## config.mk

```make
export PLATFORM = sky130hd
export DESIGN_NAME = usr_ctrl
export DESIGN_NICKNAME = d
export VERILOG_FILES = /design/src/design/usr_pkg.sv /design/src/design/usr_ctrl.sv
export SDC_FILE = /design/constraint.sdc
export NUM_CORES = 2
export LEC_CHECK = 0
export ABC_AREA = 1
export ABC_CLOCK_PERIOD_IN_PS = 9200
export BUFFER_PORTS_ARGS = -buffer_cell sky130_fd_sc_hd__buf_4
export CAP_MARGIN = 20
export CORE_MARGIN = 1.5
export CORE_UTILIZATION = 63
export CTS_BUF_LIST = sky130_fd_sc_hd__clkbuf_4
export DETAILED_ROUTE_END_ITERATION = 10
export GPL_TIMING_DRIVEN = 1
export PLACE_DENSITY = 0.84
export SLEW_MARGIN = 20
export SYNTH_ARGS = -nofsm -noshare
export SYNTH_HDL_FRONTEND = slang
export SYNTH_SLANG_ARGS = --single-unit
```

## constraint.sdc

```tcl
create_clock -name clk -period 9.2 [get_ports clk]
set_input_delay 1.38 -clock clk [delete_from_list [all_inputs] [get_ports clk]]
set_output_delay 1.38 -clock clk [all_outputs]
set_load 0.005 [all_outputs]
```

## src/design/usr_pkg.sv

```systemverilog
// Shared types and constants for the urn signaling reinforcement unit.
`default_nettype none

package usr_pkg;

	localparam int W_W    = 32;
	localparam int CNT_W  = 4;
	localparam int SUM_W  = 36;
	localparam int KEEP_W = 17;
	localparam int DRAW_W = 16;
	localparam int IDX_W  = 3;

	localparam logic [KEEP_W-1:0] KEEP_ONE = 17'h10000;

	localparam logic [1:0] REG_STATES  = 2'd0;
	localparam logic [1:0] REG_SIGNALS = 2'd1;
	localparam logic [1:0] REG_KEEP    = 2'd2;

	typedef struct packed {
		logic [CNT_W-1:0]  states_in_use;
		logic [CNT_W-1:0]  signals_in_use;
		logic [KEEP_W-1:0] keep_factor;
	} cfg_t;

	typedef struct packed {
		logic [IDX_W-1:0] true_state;
		logic [IDX_W-1:0] chosen_signal;
		logic [IDX_W-1:0] chosen_act;
		logic             success;
	} res_t;

endpackage

`default_nettype wire

```

## src/design/usr_ctrl.sv

```systemverilog
// Round sequencer: row sums, roulette scans, forgetting sweep and reinforcement.
`default_nettype none

module usr_ctrl import usr_pkg::*; #(
	parameter int MAX_STATES       = 8,
	parameter int MAX_SIGNALS      = 8,
	parameter int WEIGHT_FRAC_BITS = 16,
	parameter int DEPTH            = MAX_STATES * MAX_SIGNALS,
	parameter int AW               = $clog2(DEPTH)
) (
	input  wire logic              clk,
	input  wire logic              arst_n,
	input  wire logic              go,
	input  wire logic [DRAW_W-1:0] state_draw,
	input  wire logic [DRAW_W-1:0] sender_draw,
	input  wire logic [DRAW_W-1:0] receiver_draw,
	input  wire cfg_t              cfg,
	output logic                   idle,
	output logic                   res_valid,
	input  wire logic              res_ready,
	output res_t                   res,
	output logic                   s_rd_en,
	output logic      [AW-1:0]     s_rd_addr,
	input  wire logic [W_W-1:0]    s_rd_data,
	output logic                   s_wr_en,
	output logic      [AW-1:0]     s_wr_addr,
	output logic      [W_W-1:0]    s_wr_data,
	output logic                   r_rd_en,
	output logic      [AW-1:0]     r_rd_addr,
	input  wire logic [W_W-1:0]    r_rd_data,
	output logic                   r_wr_en,
	output logic      [AW-1:0]     r_wr_addr,
	output logic      [W_W-1:0]    r_wr_data
);

	localparam int UW = $clog2(DEPTH + 1);
	localparam logic [W_W-1:0] ONE = W_W'(64'd1 << WEIGHT_FRAC_BITS);
	localparam logic [CNT_W-1:0] ST_CAP = CNT_W'((MAX_STATES > 15) ? 15 : MAX_STATES);
	localparam logic [CNT_W-1:0] SG_CAP = CNT_W'((MAX_SIGNALS > 15) ? 15 : MAX_SIGNALS);
	localparam int PW = W_W + KEEP_W;

	typedef enum logic [2:0] {
		ST_CLEAR, ST_IDLE, ST_SUM, ST_CALC, ST_SCAN, ST_UPD, ST_DRAIN, ST_DONE
	} state_t;

	state_t state_q;

	logic [AW-1:0]     clr_q;
	logic [DRAW_W-1:0] sdraw_q, rdraw_q;
	logic [CNT_W-1:0]  t_q, s_q, a_q, cnt_q, idx_s1, pick_q;
	logic              ok_q, rcv_q, v_s1, found_q;
	logic [SUM_W-1:0]  sum_q, acc_q, r_q;
	logic [UW-1:0]     upd_q;

	logic              u_s1, u_s2, sh_s1, rh_s1, sh_s2, rh_s2;
	logic [AW-1:0]     sa_s1, ra_s1, sa_s2, ra_s2;
	logic [PW-1:0]     sp_s2, rp_s2;

	logic [CNT_W-1:0]  n_st, n_sg, n_cur;
	logic [W_W-1:0]    rd_cur;
	logic [SUM_W-1:0]  acc_nx;
	logic [DRAW_W-1:0] draw_cur;
	logic [SUM_W+DRAW_W-1:0] r_prod;
	logic [DRAW_W+CNT_W-1:0] t_prod;
	logic [AW-1:0]     row_addr, s_tgt, r_tgt, s_addr, r_addr;
	logic              row_issue, upd_issue, forget, row_end;
	logic [UW-1:0]     upd_n;
	logic [KEEP_W-1:0] keep_eff;
	logic [W_W:0]      s_sum, r_sum;

	assign n_st = (cfg.states_in_use == '0) ? CNT_W'(1) :
		(cfg.states_in_use > ST_CAP) ? ST_CAP : cfg.states_in_use;
	assign n_sg = (cfg.signals_in_use == '0) ? CNT_W'(1) :
		(cfg.signals_in_use > SG_CAP) ? SG_CAP : cfg.signals_in_use;
	assign n_cur    = rcv_q ? n_st : n_sg;
	assign rd_cur   = rcv_q ? r_rd_data : s_rd_data;
	assign acc_nx   = acc_q + SUM_W'(rd_cur);
	assign draw_cur = rcv_q ? rdraw_q : sdraw_q;
	assign r_prod   = (SUM_W+DRAW_W)'(draw_cur) * (SUM_W+DRAW_W)'(sum_q);
	assign t_prod   = (DRAW_W+CNT_W)'(state_draw) * (DRAW_W+CNT_W)'(n_st);

	assign forget   = cfg.keep_factor < KEEP_ONE;
	assign keep_eff = forget ? cfg.keep_factor : KEEP_ONE;
	assign upd_n    = forget ? UW'(DEPTH) : (ok_q ? UW'(1) : UW'(0));

	assign row_addr = rcv_q ? AW'(32'(s_q) * MAX_STATES + 32'(cnt_q))
		: AW'(32'(t_q) * MAX_SIGNALS + 32'(cnt_q));
	assign s_tgt    = AW'(32'(t_q) * MAX_SIGNALS + 32'(s_q));
	assign r_tgt    = AW'(32'(s_q) * MAX_STATES + 32'(a_q));

	assign row_issue = (state_q == ST_SUM || state_q == ST_SCAN) && (cnt_q != n_cur);
	assign row_end   = (cnt_q == n_cur) && !v_s1;
	assign upd_issue = (state_q == ST_UPD) && (upd_q != upd_n);

	assign s_addr = forget ? upd_q[AW-1:0] : s_tgt;
	assign r_addr = forget ? upd_q[AW-1:0] : r_tgt;

	assign s_rd_en   = (row_issue && !rcv_q) || upd_issue;
	assign r_rd_en   = (row_issue && rcv_q) || upd_issue;
	assign s_rd_addr = (state_q == ST_UPD) ? s_addr : row_addr;
	assign r_rd_addr = (state_q == ST_UPD) ? r_addr : row_addr;

	// stage 2: rescale and reinforce, saturating
	assign s_sum = {1'b0, sp_s2[W_W+15:16]} + (sh_s2 ? {1'b0, ONE} : '0);
	assign r_sum = {1'b0, rp_s2[W_W+15:16]} + (rh_s2 ? {1'b0, ONE} : '0);

	assign s_wr_en   = (state_q == ST_CLEAR) || u_s2;
	assign r_wr_en   = (state_q == ST_CLEAR) || u_s2;
	assign s_wr_addr = (state_q == ST_CLEAR) ? clr_q : sa_s2;
	assign r_wr_addr = (state_q == ST_CLEAR) ? clr_q : ra_s2;
	assign s_wr_data = (state_q == ST_CLEAR) ? ONE : (s_sum[W_W] ? '1 : s_sum[W_W-1:0]);
	assign r_wr_data = (state_q == ST_CLEAR) ? ONE : (r_sum[W_W] ? '1 : r_sum[W_W-1:0]);

	assign idle      = (state_q == ST_IDLE);
	assign res_valid = (state_q == ST_DONE);
	assign res.true_state    = t_q[IDX_W-1:0];
	assign res.chosen_signal = s_q[IDX_W-1:0];
	assign res.chosen_act    = a_q[IDX_W-1:0];
	assign res.success       = ok_q;

	always_ff @(posedge clk or negedge arst_n) begin
		if (!arst_n) begin
			state_q <= ST_CLEAR;
			clr_q   <= '0;
			cnt_q   <= '0;
			v_s1    <= 1'b0;
			rcv_q   <= 1'b0;
			found_q <= 1'b0;
			ok_q    <= 1'b0;
			upd_q   <= '0;
		end else begin
			v_s1   <= row_issue;
			idx_s1 <= cnt_q;
			if (row_issue) begin
				cnt_q <= cnt_q + CNT_W'(1);
			end
			unique case (state_q)
				ST_CLEAR: begin
					clr_q <= clr_q + AW'(1);
					if (clr_q == AW'(DEPTH - 1)) begin
						state_q <= ST_IDLE;
					end
				end
				ST_IDLE: begin
					if (go) begin
						sdraw_q <= sender_draw;
						rdraw_q <= receiver_draw;
						t_q     <= t_prod[DRAW_W+CNT_W-1:DRAW_W];
						rcv_q   <= 1'b0;
						cnt_q   <= '0;
						sum_q   <= '0;
						state_q <= ST_SUM;
					end
				end
				ST_SUM: begin
					if (v_s1) begin
						sum_q <= sum_q + SUM_W'(rd_cur);
					end
					if (row_end) begin
						state_q <= ST_CALC;
					end
				end
				ST_CALC: begin
					r_q     <= r_prod[SUM_W+DRAW_W-1:DRAW_W];
					cnt_q   <= '0;
					acc_q   <= '0;
					found_q <= 1'b0;
					pick_q  <= n_cur - CNT_W'(1);
					state_q <= ST_SCAN;
				end
				ST_SCAN: begin
					if (v_s1) begin
						acc_q <= acc_nx;
						if (!found_q && acc_nx >= r_q) begin
							found_q <= 1'b1;
							pick_q  <= idx_s1;
						end
					end
					if (row_end) begin
						if (!rcv_q) begin
							s_q     <= pick_q;
							rcv_q   <= 1'b1;
							cnt_q   <= '0;
							sum_q   <= '0;
							state_q <= ST_SUM;
						end else begin
							a_q     <= pick_q;
							ok_q    <= (pick_q == t_q);
							upd_q   <= '0;
							state_q <= ST_UPD;
						end
					end
				end
				ST_UPD: begin
					if (upd_issue) begin
						upd_q <= upd_q + UW'(1);
					end else begin
						state_q <= ST_DRAIN;
					end
				end
				ST_DRAIN: begin
					if (!u_s1 && !u_s2) begin
						state_q <= ST_DONE;
					end
				end
				ST_DONE: begin
					if (res_ready) begin
						state_q <= ST_IDLE;
					end
				end
				default: state_q <= ST_IDLE;
			endcase
		end
	end

	always_ff @(posedge clk or negedge arst_n) begin
		if (!arst_n) begin
			u_s1 <= 1'b0;
			u_s2 <= 1'b0;
		end else begin
			u_s1 <= upd_issue;
			u_s2 <= u_s1;
		end
	end

	always_ff @(posedge clk) begin
		sa_s1 <= s_addr;
		ra_s1 <= r_addr;
		sh_s1 <= ok_q && (s_addr == s_tgt);
		rh_s1 <= ok_q && (r_addr == r_tgt);
		sa_s2 <= sa_s1;
		ra_s2 <= ra_s1;
		sh_s2 <= sh_s1;
		rh_s2 <= rh_s1;
		sp_s2 <= PW'(s_rd_data) * PW'(keep_eff);
		rp_s2 <= PW'(r_rd_data) * PW'(keep_eff);
	end

	a_no_write_in_scan: assert property (@(posedge clk) disable iff (!arst_n)
		(state_q == ST_SUM || state_q == ST_SCAN) |-> (!s_wr_en && !r_wr_en))
		else $error("weight write during row scan");

	a_success_match: assert property (@(posedge clk) disable iff (!arst_n)
		res_valid |-> (res.success == (a_q == t_q)))
		else $error("success flag disagrees with chosen act");

	a_index_range: assert property (@(posedge clk) disable iff (!arst_n)
		res_valid |-> ((t_q < n_st) && (a_q < n_st) && (s_q < n_sg)))
		else $error("chosen index outside the rows in use");

	a_drained_idle: assert property (@(posedge clk) disable iff (!arst_n)
		(state_q == ST_IDLE) |-> (!u_s1 && !u_s2))
		else $error("update pipeline busy while idle");

endmodule

`default_nettype wire

```

==> results.txt <==
status: complete, no violations
setup repair after global routing missed its margin: false
GPL Wtd Cong: 1.07
number of synthesized flops with an enable pin: 160
actual slew at the worst max-slew pin: 1.33 ns
area grow syn2layout: 6.03%
crit start category: flip-flop
total gr overflow: 0
Clock transition at path regs: 0.09 ns
CORE AREA: 111000 um2
# hold bufs at CTS: 0
crit end category: flip-flop
Max H-tree Level: 3
top post-synthesis cells by area: fa_1 39%, inv_1 12%, nand2_1 11%, ha_1 8.6%, edfxtp_1 6.8%
DIE AREA: 114000 um2
hpwl dp: 193 mm
vias in the first global route: 66900
Vias/cell: 5.75
hold crit path type: flip-flop to flip-flop
vias: 62500
drt first pass iters: 9
syn_area_per_cell: 7.69 um2
Detail Route Antenna Nets: 0
post-synthesis cell count: 9214
Finished Layout Cells: 10900
setup tns final: 0 ns
Worst path depth: 25
Seq/Total Area, Yosys: 10.3%
Req. time, crit path: 9.86 ns
final wirelength: 239 mm
Layout fillers: 9440
final setup violation count: 0
synth warn: 0
MaxCap Viol Count: 0
crit-path max cell delay: 0.85 ns
Boundary Pins: 245
cell type with the highest aggregate area in the netlist: fa_1
Arr. time, crit path: 9.01 ns
cts repair resizes: 0
TritonCTS Buffers: 78
kind of critical path: flip-flop to flip-flop
flops & latches, synth: 278
CTS tree: built
cell mode on critical path: fa_1
Clock Sinks: 278
shortest period the worst path allows: 8.35 ns
cell area after synthesis: 70800 um2
most common cell after layout, fill and taps aside: inv_1
die height: 338 um
post-synthesis async set-or-reset flop share: 9.35%
root buf cell: clkbuf_4
Starting Density: 63.7%
r2r worst-path depth: 25
sequential cell area: 7300 um2
final period utilization: 90.7%
critical path's slowest cell: dfrtp_2
post-synth top area share: 39.4%
Buffers & Inverters on Critical Path: 6
Cells after DPL: 10700
Mapped Nets: 11200
die extent in x: 338 um
Rows: 122
Final Hold Viols: 0
largest net degree at the start of global routing: 65
worst-skew pair later-pin latency: 0.92 ns
GRT Overall Usage: 42.5%
DRC violations left: 0
post-DR wirelength/cell: 22.0 um
Max Slew Vio Count: 0
setup bufs post-CTS: 0
multi-input logic area: 53900 um2
share of layout cells above drive strength 1: 5.66%
Worst Path Max Fanout: 29
hold depth: 0
Iter 0 DRT Violations: 5486
Slew Limit Headroom: 10.6%
initial antenna violation count: 21
Nets: 11300
skew final: 0.106 ns
Top FF cell, synth: edfxtp_1
Port Buffers: 244
Top delay family on crit path: adder cells
Unique masters post-synth: 59
most frequent cells in the layout: 2209 x inv_1, 2002 x nand2_1, 1394 x fa_1, 1174 x nor2_1, 488 x ha_1
Longest Clk Path Bufs: 3
fmax: 0.120 GHz
first-pass GRT wire length: 369 mm
kinds of logic after synthesis:
kind of cell    Yosys count  synth area share [%]
compound gates          798                  6.23
xor+xnor                160                  1.98
fa+ha+maj              1882                  48.0
buf+inv                2556                  13.7
flops                   278                  10.3
simple gates           3540                  19.8
per-layer routing:
| metal | share of wire (%) | up-vias | track usage (%) |
|---|---|---|---|
| met1 | 33 | 30200 | 46.8 |
| li1 | - | 27400 | - |
| met5 | 0.088 | - | 0.833 |
| met3 | 10 | 1329 | 10.8 |
| met4 | 11 | 14 | 38.2 |
| met2 | 46 | 3637 | 68.1 |
cells in the mapped netlist, types with 20 or more instances:
cell and n:
nor3_1 57, dfxtp_1 92, or2_2 31, clkbuf_1 234, nor4_1 25, a21boi_0 20, nand4_1 36, xnor2_1 49
o21a_1 25, nor2_1 1176, nand2_1 2007, a31oi_1 28, fa_1 1394, inv_1 2215, nand3_1 159, dfrtp_1 26
buf_1 25, o21bai_1 33, o21ai_0 262, buf_2 34, a21o_1 38, ha_1 488, edfxtp_1 160, clkinv_1 23
a21oi_1 353, xor2_1 111
final cells by class:
type | instances | share of cell area (%)
Clock inverter | 39 | 0.403
Antenna cell | 16 | 0.0533
Sequential cell | 278 | 9.72
Timing Repair Buffer | 326 | 3.35
Clock buffer | 99 | 0.990
Tap cell | 1488 | 2.48
Multi-Input combinational cell | 6380 | 71.8
Inverter | 2248 | 11.2
stage by stage:
stage	setup WS, ns	hold WS [ns]	util, %	area (um2)
after floorplan	2.12	0.310	-	70800
after global placement	0.991	0.310	66.6	74000
after detailed placement	0.961	0.312	66.6	74000
after CTS	1.05	0.324	67.5	75000
after global routing	0.588	0.324	67.6	75100
final	0.853	0.321	67.6	75100
sequential cells by signal, indices dropped and copies added, names as in the netlist, 3 cells and up:
| register | flops |
|---|---|
| sa_s1 | 6 |
| sum_q | 36 |
| acc_q | 36 |
| upd_q | 7 |
| clr_q | 6 |
| idx_s1 | 4 |
| cnt_q | 4 |
| sdraw_q | 16 |
| rp_s2 | 32 |
| ra_s1 | 6 |
| s_q | 4 |
| rdraw_q | 16 |
| state_q | 3 |
| r_q | 36 |
| pick_q | 4 |
| ra_s2 | 6 |
| t_q | 4 |
| sp_s2 | 32 |
| a_q | 4 |
| sa_s2 | 6 |
worst paths after layout:
check | startpoint | end | slack (ns)
max | rcv_q$_DFFE_PN0P_ | r_q[30]$_DFFE_PP_ | 0.85
min | ra_s1[3]$_DFF_P_ | ra_s2[3]$_DFF_P_ | 0.32
max reg2reg | rcv_q$_DFFE_PN0P_ | r_q[30]$_DFFE_PP_ | 0.85
min reg2reg | ra_s1[3]$_DFF_P_ | ra_s2[3]$_DFF_P_ | 0.32
max in group asynchronous | arst_n | state_q[2]$_DFFE_PN0P_ | 8.36
min in group asynchronous | arst_n | clr_q[0]$_DFFE_PN0N_ | 0.42
Power is left out: the tool's default activity adds up to more than one toggle a clock period on the data nets, which glitch-free logic cannot reach.
